<file path="config.mk">
export PLATFORM = sky130hd
export DESIGN_NAME = tlc_front
export DESIGN_NICKNAME = d
export VERILOG_FILES = /design/src/rtl/tlc_pkg.sv /design/src/rtl/tlc_front.sv
export SDC_FILE = /design/constraint.sdc
export NUM_CORES = 1
export LEC_CHECK = 0
export BUFFER_PORTS_ARGS = -buffer_cell sky130_fd_sc_hd__buf_4
export CAP_MARGIN = 30
export CORE_ASPECT_RATIO = 2
export CORE_MARGIN = 3
export CORE_UTILIZATION = 36
export CTS_CLUSTER_SIZE = 12
export DETAILED_ROUTE_END_ITERATION = 7
export GPL_TIMING_DRIVEN = 0
export PLACE_DENSITY_LB_ADDON = 0.08
export SKIP_LAST_GASP = 1
export SLEW_MARGIN = 20
export SYNTH_ARGS = -nofsm -noshare
export SYNTH_HDL_FRONTEND = slang
export SYNTH_SLANG_ARGS = --single-unit
</file>
<file path="constraint.sdc">
create_clock -name clk -period 9.78 [get_ports clk]
set_clock_uncertainty 0.1 [all_clocks]
set_input_delay 2.934 -clock clk [delete_from_list [all_inputs] [get_ports clk]]
set_output_delay 2.934 -clock clk [all_outputs]
set_load 0.02 [all_outputs]
</file>
<file path="src/rtl/tlc_pkg.sv">
// tlc_pkg: shared types and constants of the two-way lookup cache
// no dependencies; imported by the front, back and top level modules
`default_nettype none

package tlc_pkg;

    localparam int KEY_W = 64;
    localparam int VAL_W = 64;

    // item opcodes
    localparam logic OP_LOOKUP = 1'b0;
    localparam logic OP_FLUSH  = 1'b1;

    // command kinds handed from front to back
    localparam logic [1:0] CMD_LOOKUP = 2'd0;
    localparam logic [1:0] CMD_ZERO   = 2'd1;
    localparam logic [1:0] CMD_FLUSH  = 2'd2;

    // set hash
    localparam logic [31:0] HASH_MULT      = 32'h9e37_79b1;
    localparam int          HASH_PRE_SHIFT = 4;
    localparam int          HASH_FOLD_A    = 16;
    localparam int          HASH_FOLD_B    = 13;

    // set index reduction weighs each byte of the 64-bit hash separately
    localparam int DIGIT_W     = 8;
    localparam int DIGIT_STEPS = 8;

    typedef struct packed {
        logic [1:0]       kind;
        logic [KEY_W-1:0] key;
        logic [VAL_W-1:0] backing;
    } cmd_t;

    typedef struct packed {
        logic [VAL_W-1:0] value;
        logic             hit;
    } res_t;

    typedef struct packed {
        logic [KEY_W-1:0] tag;
        logic [VAL_W-1:0] value;
    } way_t;

    // one memory row holds a whole set
    typedef struct packed {
        logic victim;
        way_t way1;
        way_t way0;
    } row_t;

endpackage

`default_nettype wire

</file>
<file path="src/rtl/tlc_front.sv">
// tlc_front: takes items, classifies them and computes the set index
// depends on tlc_pkg; feeds the command queue toward tlc_back
`default_nettype none

module tlc_front
    import tlc_pkg::*;
#(
    parameter int SET_COUNT = 16,
    parameter int SET_W     = 4
) (
    input  wire logic             clk,
    input  wire logic             rst_n,
    input  wire logic             accept,
    input  wire logic             opcode,
    input  wire logic [KEY_W-1:0] lookup_key,
    input  wire logic [VAL_W-1:0] backing_value,
    output logic                  busy,
    output logic                  cmd_valid,
    output cmd_t                  cmd,
    output logic      [SET_W-1:0] cmd_set,
    input  wire logic             cmd_full
);

    localparam logic [2:0] F_IDLE = 3'd0;
    localparam logic [2:0] F_MUL  = 3'd1;
    localparam logic [2:0] F_ADD  = 3'd2;
    localparam logic [2:0] F_FOLD = 3'd3;
    localparam logic [2:0] F_QUOT = 3'd4;
    localparam logic [2:0] F_REM  = 3'd5;
    localparam logic [2:0] F_PUSH = 3'd6;

    // weighted byte sum stays below DIGIT_STEPS * 2^(DIGIT_W + SET_W)
    localparam int          FOLD_W = DIGIT_W + SET_W + $clog2(DIGIT_STEPS);
    localparam int          PROD_W = FOLD_W + 32;
    // floor(2^32 / SET_COUNT): the quotient estimate is exact or one short
    localparam logic [31:0] RECIP  = 32'((64'd1 << 32) / 64'(SET_COUNT));

    logic [2:0]        state_reg, state_next;
    logic              op_reg;
    logic [KEY_W-1:0]  key_reg;
    logic [VAL_W-1:0]  back_reg;
    logic [63:0]       pl_reg, pl_next;
    logic [31:0]       ph_reg, ph_next;
    logic [63:0]       h_reg, h_next;
    logic [FOLD_W-1:0] fold_reg;
    logic [FOLD_W-1:0] q_reg;
    logic [SET_W-1:0]  rem_reg, rem_next;

    logic [63:0]       k_pre, g_fold, h_sum;
    logic [FOLD_W-1:0] byte_part [DIGIT_STEPS];
    logic [FOLD_W-1:0] fold_sum;
    logic [PROD_W-1:0] q_prod;
    logic [FOLD_W-1:0] r_est;

    // first fold of the hash, then the 60x32 product split in two halves
    assign k_pre  = key_reg >> HASH_PRE_SHIFT;
    assign g_fold = k_pre ^ (k_pre >> HASH_FOLD_A);
    assign pl_next = 64'(g_fold[31:0]) * 64'(HASH_MULT);
    assign ph_next = g_fold[63:32] * HASH_MULT;
    assign h_sum   = pl_reg + {ph_reg, 32'd0};

    // each hash byte weighted by 2^(8k) mod SET_COUNT keeps the same residue
    for (genvar k = 0; k < DIGIT_STEPS; k++)
    begin : g_byte
        localparam logic [SET_W-1:0] BYTE_RES =
            SET_W'((64'd1 << (DIGIT_W * k)) % 64'(SET_COUNT));
        assign byte_part[k] = FOLD_W'(h_reg[DIGIT_W*k +: DIGIT_W]) * FOLD_W'(BYTE_RES);
    end

    always_comb
    begin
        fold_sum = '0;
        for (int j = 0; j < DIGIT_STEPS; j++)
        begin
            fold_sum = fold_sum + byte_part[j];
        end
    end

    // reciprocal multiply, then one correcting subtract
    assign q_prod = PROD_W'(fold_reg) * PROD_W'(RECIP);
    assign r_est  = fold_reg - q_reg * FOLD_W'(SET_COUNT);

    always_comb
    begin
        state_next = state_reg;
        h_next     = h_reg;
        rem_next   = rem_reg;
        case (state_reg)
            F_IDLE:
            begin
                if (accept)
                begin
                    if (opcode == OP_FLUSH || lookup_key == '0)
                    begin
                        state_next = F_PUSH;
                    end
                    else
                    begin
                        state_next = F_MUL;
                    end
                end
            end
            F_MUL:
            begin
                state_next = F_ADD;
            end
            F_ADD:
            begin
                h_next     = h_sum ^ (h_sum >> HASH_FOLD_B);
                state_next = F_FOLD;
            end
            F_FOLD:
            begin
                state_next = F_QUOT;
            end
            F_QUOT:
            begin
                state_next = F_REM;
            end
            F_REM:
            begin
                if (r_est >= FOLD_W'(SET_COUNT))
                begin
                    rem_next = SET_W'(r_est - FOLD_W'(SET_COUNT));
                end
                else
                begin
                    rem_next = SET_W'(r_est);
                end
                state_next = F_PUSH;
            end
            F_PUSH:
            begin
                if (!cmd_full)
                begin
                    state_next = F_IDLE;
                end
            end
            default:
            begin
                state_next = F_IDLE;
            end
        endcase
    end

    always_ff @(posedge clk or negedge rst_n)
    begin
        if (!rst_n)
        begin
            state_reg <= F_IDLE;
        end
        else
        begin
            state_reg <= state_next;
        end
    end

    always_ff @(posedge clk)
    begin
        if (state_reg == F_IDLE && accept)
        begin
            op_reg   <= opcode;
            key_reg  <= lookup_key;
            back_reg <= backing_value;
        end
        pl_reg   <= pl_next;
        ph_reg   <= ph_next;
        h_reg    <= h_next;
        fold_reg <= fold_sum;
        q_reg    <= q_prod[PROD_W-1:32];
        rem_reg  <= rem_next;
    end

    always_comb
    begin
        if (op_reg == OP_FLUSH)
        begin
            cmd.kind = CMD_FLUSH;
        end
        else if (key_reg == '0)
        begin
            cmd.kind = CMD_ZERO;
        end
        else
        begin
            cmd.kind = CMD_LOOKUP;
        end
        cmd.key     = key_reg;
        cmd.backing = back_reg;
    end

    assign cmd_set   = rem_reg;
    assign cmd_valid = (state_reg == F_PUSH);
    assign busy      = (state_reg != F_IDLE);

endmodule

`default_nettype wire

</file>
==> impl_metrics.csv, run 1 <==
group,metric,value,unit
run_status,outcome,"finished clean",
worst_setup_path,cp-end-kind,"flip-flop",
cells_and_area,seqCellArea,0.00443,sq mm
timing,fmax,172,MHz
cells_and_area,fin_util,52.3,%
cells_and_area,final_cell_count_no_fill,1025,
floorplanning,starting_utilization_of_the_core_area,36.8,%
logic_synthesis,synth_adder_area_share,18.7,%
route,detail_route.first_pass.iterations,4,
floorplanning,dieHeight,205,um
cells_and_area,multiInputGateArea,0.00232,sq mm
floorplanning,core.rowCount,72,
logic_synthesis,post-synth-top-count-cell,"sky130_fd_sc_hd__edfxtp_1",
route,route.detailed.drc,0,
floorplanning,fp.coreArea,0.0194,sq mm
logic_synthesis,largest_family_of_logic_cells_by_synthesized_area,"adder cells",
grt,grt_antenna_before_repair,0,
power_and_ir_drop,leakage_power,4.39,nW
logic_synthesis,synthArstFlopShare,1.97,%
power_and_ir_drop,power,4.86,mW
clock_network,htree_num_levels,4,
route,postRouteAntennaNets,0,
logic_synthesis,synth.net_count,684,
timing,finalWorstPathRequiredPeriod,5.80,ns
cells_and_area,drive_above_1_share,43.0,%
logic_synthesis,postSynth.topFlopCell,"sky130_fd_sc_hd__edfxtp_1",
logic_synthesis,syn_area,0.00712,sq mm
clock_network,clock_tree_from_tritoncts,"done",
power_and_ir_drop,worst_case_vdd_ir_drop,0.372,mV
logic_synthesis,post_synth_main_area_contributors,"sky130_fd_sc_hd__edfxtp_1 58%, sky130_fd_sc_hd__ha_1 11%, sky130_fd_sc_hd__fa_1 8.2%",
logic_synthesis,synth.yosys.warnings,0,
run,cap_violations,0,
worst_hold_path,timing.hold.worst.class,"flip-flop to flip-flop",
worst_setup_path,timing.setup.critical_path_class,"flip-flop to flip-flop",
cells_and_area,design.final.nets,975,
grt,grt_start_max_net_pins,31,
worst_setup_path,worst-endpoint-arrival,6.05,ns
logic_synthesis,ys_seq_area_share,62.2,%
clock_network,insertion_delay,0.43,ns
logic_synthesis,postSynthRegisterBits,152,
logic_synthesis,synth_mux_area_share,0,%
clock_network,cts_num_sinks,152,
grt,gr-total-overflow,0,
placed_design,gp_congestion,0.861,
floorplanning,io-pin-count,269,
logic_synthesis,synth_enable_flop_cells,137,
route,finalWirelength,21900,um
cells_and_area,num-fill-cells,1704,
route,viasPerCell,4.64,
timing,final_min_period_over_clock_period,59.3,%
logic_synthesis,synthXorXnorAreaFrac,6.62,%
floorplanning,die_area,0.0216,sq mm
placed_design,dp_worst_setup_slack,3.88,ns
clock_network,clockRootBuffer,"sky130_fd_sc_hd__clkbuf_16",
placed_design,place_hpwl,18900,um
logic_synthesis,synth.distinct_cells,36,
worst_setup_path,cell_breakdown_of_the_critical_path,"xnor2_1, inv_1, ha_1, fa_1, inv_1, fa_1, inv_1, ha_1, ha_1, fa_1, ha_1, ha_1, a2111oi_0, a22oi_2, a21o_2, a31oi_1, xnor2_1",
grt,gr-usage-all-layers,20.9,%
timing,report.final.slew_viol_count,0,
timing,final_hold_viol_count,0,
grt,vias_in_the_first_global_route,5439,
route,drt_first_iter_violations,202,
logic_synthesis,post_synth_most_frequent_cells,"137 x sky130_fd_sc_hd__edfxtp_1, 64 x sky130_fd_sc_hd__inv_1, 60 x sky130_fd_sc_hd__ha_1",
route,vias,4753,
clock_network,clockBufferDepth,2,
logic_synthesis,netlist.top_cell.by_area,"sky130_fd_sc_hd__edfxtp_1",
worst_setup_path,worst_ep_required_time,10.04,ns
worst_setup_path,slowest_delay,0.53,ns
placed_design,placed_cells_incl_taps,993,
power_and_ir_drop,powerDensity,480,mW/mm^2
clock_network,cts_hold_buf,0,
timing,timing.final.ws_setup,3.98,ns
timing,rsz0062_at_grt,"false",
grt,grt_pass1_wl,32200,um
worst_setup_path,start_kind,"flip-flop",
floorplanning,die_w,105,um
clock_network,cts_post_setup_buffers_inserted,0,
timing,tightestPinTransition,0.748,ns
cells_and_area,num_antenna_cells,0,
clock_network,cts_resized,0,
clock_network,cts_buffers,17,
logic_synthesis,synthesis.instances,462,
logic_synthesis,synth_simple_gate_area_share,5.52,%
worst_setup_path,maximum_fanout_encountered_on_the_critical_timing_path,5,
placed_design,port_buffers,268,
worst_setup_path,timing.critical_path.mode_cell,"sky130_fd_sc_hd__ha_1",
timing,hold_slack,0.240,ns
clock_network,clkTransAtPathRegs,0.07,ns
logic_synthesis,synth_top_area_share,57.8,%
logic_synthesis,synth_compound_area_share,1.70,%
cells_and_area,area_growth,42.3,%
route,avgRoutedWirePerCell,21.4,um
timing,final-setup-viol-count,0,
logic_synthesis,average_footprint_of_a_synthesized_cell,15.4,sq um
timing,max_slew_margin,50.0,%
worst_setup_path,cp_slowest_cell,"sky130_fd_sc_hd__fa_1",
==> path summary, 6_finish.rpt <==
path                            start            to  slack (ns)  depth (start not counted)
max                        key_reg[6]    pl_reg[16]        3.98                         17
min in group asynchronous       rst_n  state_reg[1]        2.18                          1
min                          h_reg[3]   fold_reg[3]        0.24                          0
max in group asynchronous       rst_n  state_reg[2]        7.31                          1
min reg2reg                  h_reg[3]   fold_reg[3]        0.24                          0
max reg2reg                key_reg[6]    pl_reg[16]        3.98                         17
==> layout by cell type, fill, tap and decap left out, types with 2 or more instances in the layout <==
cell type                   netlist  final
sky130_fd_sc_hd__clkbuf_1         2      2
sky130_fd_sc_hd__clkbuf_16        0     17
sky130_fd_sc_hd__or3_1            2      2
sky130_fd_sc_hd__buf_12           0      3
sky130_fd_sc_hd__clkinv_8         0      2
sky130_fd_sc_hd__a21oi_1          6      6
sky130_fd_sc_hd__nand4_1          6      6
sky130_fd_sc_hd__inv_6            0      6
sky130_fd_sc_hd__nor3_1           2      2
sky130_fd_sc_hd__or4_1            2      2
sky130_fd_sc_hd__nor4_1          32     32
sky130_fd_sc_hd__nor2_1           7      6
sky130_fd_sc_hd__edfxtp_1       137    137
sky130_fd_sc_hd__inv_1           64     64
sky130_fd_sc_hd__dfrtp_1          3      3
sky130_fd_sc_hd__clkinv_4         0      2
sky130_fd_sc_hd__o21ai_0          3      3
sky130_fd_sc_hd__fa_1            29     29
sky130_fd_sc_hd__xnor2_1         29     29
sky130_fd_sc_hd__xor2_1          23     23
sky130_fd_sc_hd__dfxtp_1         12     12
sky130_fd_sc_hd__nand2_1          5      5
sky130_fd_sc_hd__ha_1            60     60
sky130_fd_sc_hd__inv_8            0      4
sky130_fd_sc_hd__a21o_2           2      2
sky130_fd_sc_hd__nand3_1          4      4
sky130_fd_sc_hd__buf_4           17    285
==> kinds of logic after synthesis <==
family | after synthesis
DFF | 152
adders and majority gates | 89
buffers and inverters | 83
and+or+nand+nor | 67
xor gates and xnor gates | 53
AOI/OAI and AO/OA | 18
==> through the flow <==
step           TNS, ns  instance area (sq um)
2_1_floorplan        0                   7120
3_3_place_gp   -141.63                   9460
3_5_place_dp         0                   9550
4_1_cts              0                  10100
5_1_grt              0                  10100
6_report             0                  10100
==> worst max-delay path: cells and delay by family (launching register included) <==
kind / cells / cell delay, ns
adders and majority gates: 8 / 3.03
xor gates and xnor gates: 2 / 0.59
DFF: 1 / 0.48
AOI/OAI and AO/OA: 4 / 1.21
buffers and inverters: 3 / 0.29
==> power by group <==
| group | total, mW | switching [mW] | internal (mW) |
|---|---|---|---|
| clock | 0.640 | 0.299 | 0.341 |
| combinational | 3.25 | 1.71 | 1.55 |
| sequential | 0.965 | 0.0613 | 0.904 |
==> area by class of cell <==
cell class	count	area share (%)
plain buffers	19	1.33
repair buffers	272	20.7
flip-flops and latches	152	43.7
clock inverters	15	1.53
clock buffers	17	4.20
multi-input cells	227	22.9
well taps	259	3.20
inverters	64	2.37
==> per-layer routing <==
| metal | global-route usage (%) | share of wire, % |
|---|---|---|
| met4 | 7.88 | 2.8 |
| met2 | 42.1 | 60 |
| met3 | 9.08 | 9.2 |
| met5 | 0 | 0 |
| met1 | 17.0 | 28 |
Power figures use the tool's default switching activity.
==> run 2: changes to the inputs <==
==> constraint.sdc (replaced) <==
create_clock -name clk -period 4.7 [get_ports clk]
set_clock_uncertainty 0.1 [all_clocks]
set_input_delay 1.41 -clock clk [delete_from_list [all_inputs] [get_ports clk]]
set_output_delay 1.41 -clock clk [all_outputs]
set_load 0.02 [all_outputs]
==> impl_metrics.csv, run 2 (same netlist as run 1, synthesis figures left out) <==
group,metric,value,unit
run_status,outcome,"finished with violations",
run_status,violations_in_the_final_reports,"negative setup slack",
cells_and_area,post_route_design_area,0.0110,sq mm
route,route.detailed.drc,0,
clock_network,htree_num_levels,4,
placed_design,place_hpwl,19300,um
floorplanning,die_w,105,um
worst_setup_path,worst-endpoint-arrival,5.25,ns
clock_network,clockRootBuffer,"sky130_fd_sc_hd__clkbuf_16",
timing,final_min_period_over_clock_period,106,%
floorplanning,io-pin-count,269,
clock_network,clock_tree_from_tritoncts,"done",
worst_setup_path,maximum_fanout_encountered_on_the_critical_timing_path,2,
cells_and_area,drive_above_1_share,52.6,%
placed_design,dp_worst_setup_slack,-0.771,ns
worst_setup_path,timing.setup.critical_path_class,"flip-flop to flip-flop",
timing,fmax,200,MHz
timing,final_hold_viol_count,0,
clock_network,cts_num_sinks,152,
worst_setup_path,critical_path.n_buffers_inverters,3,
timing,final.setup.tns,-0.715,ns
clock_network,clockBufferDepth,2,
floorplanning,starting_utilization_of_the_core_area,36.8,%
run,cap_violations,0,
cells_and_area,design.final.nets,1015,
cells_and_area,num_antenna_cells,0,
worst_setup_path,worst_ep_required_time,4.95,ns
timing,finalWorstPathRequiredPeriod,5.00,ns
timing,report.final.slew_viol_count,0,
placed_design,gp_congestion,0.885,
timing,final-setup-viol-count,4,
clock_network,insertion_delay,0.42,ns
cells_and_area,final_cell_count_no_fill,1065,
grt,grt_antenna_before_repair,0,
timing,tightestPinTransition,0.811,ns
placed_design,place_area,0.00989,sq mm
worst_setup_path,cp_slowest_cell,"sky130_fd_sc_hd__fa_1",
route,detail_route.first_pass.iterations,4,
worst_setup_path,timing.critical_path.max_delay_family,"adder cells",
floorplanning,die_area,0.0216,sq mm
grt,gr-total-overflow,0,
route,vias,4972,
grt,grt_start_max_net_pins,29,
route,postRouteAntennaNets,0,
worst_hold_path,timing.hold.worst.class,"flip-flop to flip-flop",
timing,timing.final.ws_setup,-0.301,ns
floorplanning,fp.coreArea,0.0194,sq mm
timing,rsz0062_at_grt,"true",
cells_and_area,area_growth,53.8,%
worst_setup_path,cell_breakdown_of_the_critical_path,"xnor2_2, inv_2, ha_4, inv_2, fa_1, fa_1, fa_1, inv_1, fa_1, fa_1, ha_2, xnor2_2, xnor2_2, xnor2_2, xnor2_1, xnor2_1, xnor2_1",
cells_and_area,final_cell_mix,"325 x sky130_fd_sc_hd__buf_4, 137 x sky130_fd_sc_hd__edfxtp_1, 55 x sky130_fd_sc_hd__inv_1, 35 x sky130_fd_sc_hd__ha_1, 32 x sky130_fd_sc_hd__nor4_1",
clock_network,clkTransAtPathRegs,0.07,ns
worst_setup_path,timing.critical_path.mode_cell,"sky130_fd_sc_hd__fa_1",
cells_and_area,seqCellArea,0.00443,sq mm
worst_setup_path,start_kind,"flip-flop",
placed_design,placed_cells_incl_taps,993,
worst_setup_path,cp-end-kind,"flip-flop",
grt,grt_pass1_wl,34600,um
cells_and_area,multiInputGateArea,0.00281,sq mm
worst_setup_path,slowest_delay,0.55,ns
route,avgRoutedWirePerCell,21.9,um
placed_design,port_buffers,268,
clock_network,cts_buffers,17,
cells_and_area,mostFrequentLayoutCell,"sky130_fd_sc_hd__buf_4",
timing,max_slew_margin,45.5,%
floorplanning,core.rowCount,72,
route,viasPerCell,4.67,
floorplanning,dieHeight,205,um
cells_and_area,num-fill-cells,1619,
route,drt_first_iter_violations,205,
route,finalWirelength,23300,um
grt,gr-usage-all-layers,22.3,%
grt,vias_in_the_first_global_route,5910,
-- run 2: changes by cell type in the layout (fill, tap and decap cells not counted), sizes merged --
cell      delta
buf         +40
bufinv       +2
inv          -2
clkinv       -1
clkinvlp     +1
-- run 2: worst paths after layout --
kind,endpoint,from,slack [ns],cells past startpoint
max,pl_reg[16],key_reg[30],-0.30,17
min,fold_reg[2],h_reg[2],0.24,0
max reg2reg,pl_reg[16],key_reg[30],-0.30,17
min reg2reg,fold_reg[2],h_reg[2],0.24,0
max in group asynchronous,state_reg[0],rst_n,3.74,1
min in group asynchronous,state_reg[1],rst_n,0.67,1
-- run 2: repair_timing --
action | CTS | global route
setup buffers | 32 | 8
gates resized for setup | 24 | 4
hold buffers | 0 | 0
pin swaps | 24 | 20
setup endpoints to repair | 4 | 4
-- run 2: metrics by stage --
stage	utilization (%)	hold slack (ns)
floorplan	-	0.223
global placement	50.6	0.230
detailed placement	51.1	0.229
CTS	56.1	0.245
global route	56.6	0.258
finish	56.6	0.243
-- run 2: cell type report --
cell class / count / area share (%)
clock inverter: 15 / 1.63
timing repair buffer: 312 / 22.0
clock buffer: 17 / 3.88
sequential: 152 / 40.4
buffer: 19 / 1.23
inverter: 64 / 2.22
tap: 259 / 2.96
multi-input combinational: 227 / 25.7
-- run 2: metal layers --
metal	up-vias	share of wire, %	track usage (%)
li1	2301	-	-
met1	2432	28	18.1
met2	206	62	46.5
met3	33	6.9	7.32
met4	0	3.4	8.87
met5	-	0	0
-- run 2: worst register-to-register path: stages (launching register included) --
cell and delay (ns):
sky130_fd_sc_hd__edfxtp_1 0.43, sky130_fd_sc_hd__xnor2_2 0.28, sky130_fd_sc_hd__inv_2 0.11, sky130_fd_sc_hd__ha_4 0.27
sky130_fd_sc_hd__inv_2 0.03, sky130_fd_sc_hd__fa_1 0.50, sky130_fd_sc_hd__fa_1 0.56, sky130_fd_sc_hd__fa_1 0.50
sky130_fd_sc_hd__inv_1 0.05, sky130_fd_sc_hd__fa_1 0.47, sky130_fd_sc_hd__fa_1 0.48, sky130_fd_sc_hd__ha_2 0.21
sky130_fd_sc_hd__xnor2_2 0.15, sky130_fd_sc_hd__xnor2_2 0.22, sky130_fd_sc_hd__xnor2_2 0.14, sky130_fd_sc_hd__xnor2_1 0.15
sky130_fd_sc_hd__xnor2_1 0.15, sky130_fd_sc_hd__xnor2_1 0.14
Power of run 2 is not shown: default switching activity piles up to over one toggle a cycle in this logic, so the estimate is an artifact.
==> run 3: changes to the inputs <==
--- a/config.mk
+++ b/config.mk
@@ -10,10 +10,10 @@
 export CORE_ASPECT_RATIO = 2
 export CORE_MARGIN = 3
 export CORE_UTILIZATION = 36
-export CTS_CLUSTER_SIZE = 12
 export DETAILED_ROUTE_END_ITERATION = 7
 export GPL_TIMING_DRIVEN = 0
 export PLACE_DENSITY_LB_ADDON = 0.08
+export RECOVER_POWER = 25
 export SKIP_LAST_GASP = 1
 export SLEW_MARGIN = 20
 export SYNTH_ARGS = -nofsm -noshare
==> impl_metrics.csv, run 3 (same netlist as run 1, synthesis figures left out) <==
group,metric,value,unit
cells_and_area,final_cell_mix,"237 x sky130_fd_sc_hd__buf_4, 137 x sky130_fd_sc_hd__edfxtp_1, 80 x sky130_fd_sc_hd__clkbuf_4, 55 x sky130_fd_sc_hd__inv_1, 35 x sky130_fd_sc_hd__ha_1",
worst_setup_path,crit_start,"key_reg[30]",
placed_design,port_buffers,268,
worst_hold_path,timing.hold.worst.class,"flip-flop to flip-flop",
grt,vias_in_the_first_global_route,5910,
cells_and_area,num_antenna_cells,0,
clock_network,clkTransAtPathRegs,0.07,ns
floorplanning,io-pin-count,269,
worst_setup_path,timing.setup.critical_path_class,"flip-flop to flip-flop",
floorplanning,die_w,105,um
floorplanning,core.rowCount,72,
timing,final_min_period_over_clock_period,106,%
grt,gr-total-overflow,0,
route,route.detailed.drc,0,
cells_and_area,num-fill-cells,1621,
grt,grt_antenna_before_repair,0,
clock_network,htree_num_levels,4,
worst_setup_path,worst-endpoint-arrival,5.23,ns
timing,tightestPinTransition,0.756,ns
clock_network,clock_tree_from_tritoncts,"done",
timing,final-setup-viol-count,4,
run_status,outcome,"finished with violations",
placed_design,gp_congestion,0.885,
route,vias,4976,
cells_and_area,drive_above_1_share,51.6,%
floorplanning,die_area,0.0216,sq mm
timing,final_hold_viol_count,0,
worst_setup_path,cp-end-kind,"flip-flop",
grt,grt_pass1_wl,34600,um
timing,finalWorstPathRequiredPeriod,4.98,ns
run_status,violations_in_the_final_reports,"negative setup slack",
route,viasPerCell,4.67,
cells_and_area,mostFrequentLayoutCell,"sky130_fd_sc_hd__buf_4",
placed_design,place_hpwl,19300,um
cells_and_area,design.final.nets,1015,
route,drt_first_iter_violations,191,
floorplanning,dieHeight,205,um
timing,fmax,201,MHz
grt,grt_start_max_net_pins,29,
run,cap_violations,0,
timing,rsz0062_at_grt,"true",
route,finalWirelength,23300,um
timing,max_slew_margin,49.5,%
worst_setup_path,timing.critical_path.mode_cell,"sky130_fd_sc_hd__fa_1",
clock_network,clockBufferDepth,2,
floorplanning,starting_utilization_of_the_core_area,36.8,%
route,detail_route.first_pass.iterations,4,
worst_setup_path,critical_path.n_buffers_inverters,3,
worst_setup_path,cp_slowest_cell,"sky130_fd_sc_hd__fa_1",
clock_network,cts_buffers,17,
worst_setup_path,timing.critical_path.max_delay_family,"adder cells",
worst_setup_path,depth_of_the_critical_timing_path_with_buffers_and_inverters_included,17,
worst_setup_path,worst_ep_required_time,4.95,ns
clock_network,cts_num_sinks,152,
route,avgRoutedWirePerCell,21.8,um
grt,gr-usage-all-layers,22.3,%
worst_setup_path,maximum_fanout_encountered_on_the_critical_timing_path,2,
worst_hold_path,source_of_the_worst_hold_timing_path,"h_reg[2]",
worst_setup_path,cell_breakdown_of_the_critical_path,"xnor2_2, inv_2, ha_4, inv_2, fa_1, fa_1, fa_1, inv_1, fa_1, fa_1, ha_2, xnor2_2, xnor2_2, xnor2_2, xnor2_1, xnor2_1, xnor2_1",
clock_network,insertion_delay,0.42,ns
timing,timing.final.ws_setup,-0.285,ns
route,postRouteAntennaNets,0,
worst_setup_path,slowest_delay,0.55,ns
worst_hold_path,min_path_cells,0,
worst_setup_path,r2r-start,"key_reg[30]",
worst_setup_path,ff2ff_path_depth,17,
timing,report.final.slew_viol_count,0,
timing,hold_slack,0.243,ns
cells_and_area,area_growth,53.4,%
worst_setup_path,start_kind,"flip-flop",
floorplanning,fp.coreArea,0.0194,sq mm
clock_network,clockRootBuffer,"sky130_fd_sc_hd__clkbuf_16",
-- run 3: cell type report --
class                      count  area (sq um)  share of cell area, %
buffer                        19           135                   1.24
timing repair buffer         312          2380                   21.8
clock buffer                  17           425                   3.89
tap                          259           324                   2.97
clock inverter                15           179                   1.64
inverter                      64           243                   2.22
multi-input combinational    227          2810                   25.8
sequential                   152          4430                   40.5
-- run 3: stage by stage --
stage | instances | area (sq um) | utilization, % | setup slack, ns | setup TNS [ns]
2_1_floorplan | 462 | 7460 | - | -0.127 | -0.272
3_3_place_gp | 989 | 9800 | 50.6 | -0.796 | -2.73
3_5_place_dp | 993 | 9890 | 51.1 | -0.771 | -2.69
4_1_cts | 1057 | 10900 | 56.1 | -0.301 | -0.893
5_1_grt | 1065 | 10900 | 56.4 | -0.448 | -1.37
6_report | 1065 | 10900 | 56.4 | -0.285 | -0.707
-- run 3: metal layers --
| layer | global-route usage, % | wire length [um] | vias up |
|---|---|---|---|
| li1 | - | - | 2302 |
| met1 | 18.1 | 6390 | 2440 |
| met2 | 46.5 | 14500 | 203 |
| met3 | 7.32 | 1620 | 31 |
| met4 | 8.87 | 787 | 0 |
| met5 | 0 | 0 | - |
-- run 3: timing repair --
action | 4_1_cts | 5_1_grt
pin swaps | 24 | 20
endpoints found under the setup margin | 4 | 4
gates resized for setup | 24 | 4
hold buffers | 0 | 0
buffers inserted | 32 | 8
-- run 3: path summary, 6_finish.rpt --
kind	slack, ns	end
max in group asynchronous	3.64	state_reg[0]
hold reg to reg	0.24	fold_reg[2]
setup / recovery	-0.28	pl_reg[16]
min in group asynchronous	0.69	state_reg[1]
hold / removal	0.24	fold_reg[2]
setup reg to reg	-0.28	pl_reg[16]
Power of run 3 is left out for the same reason.
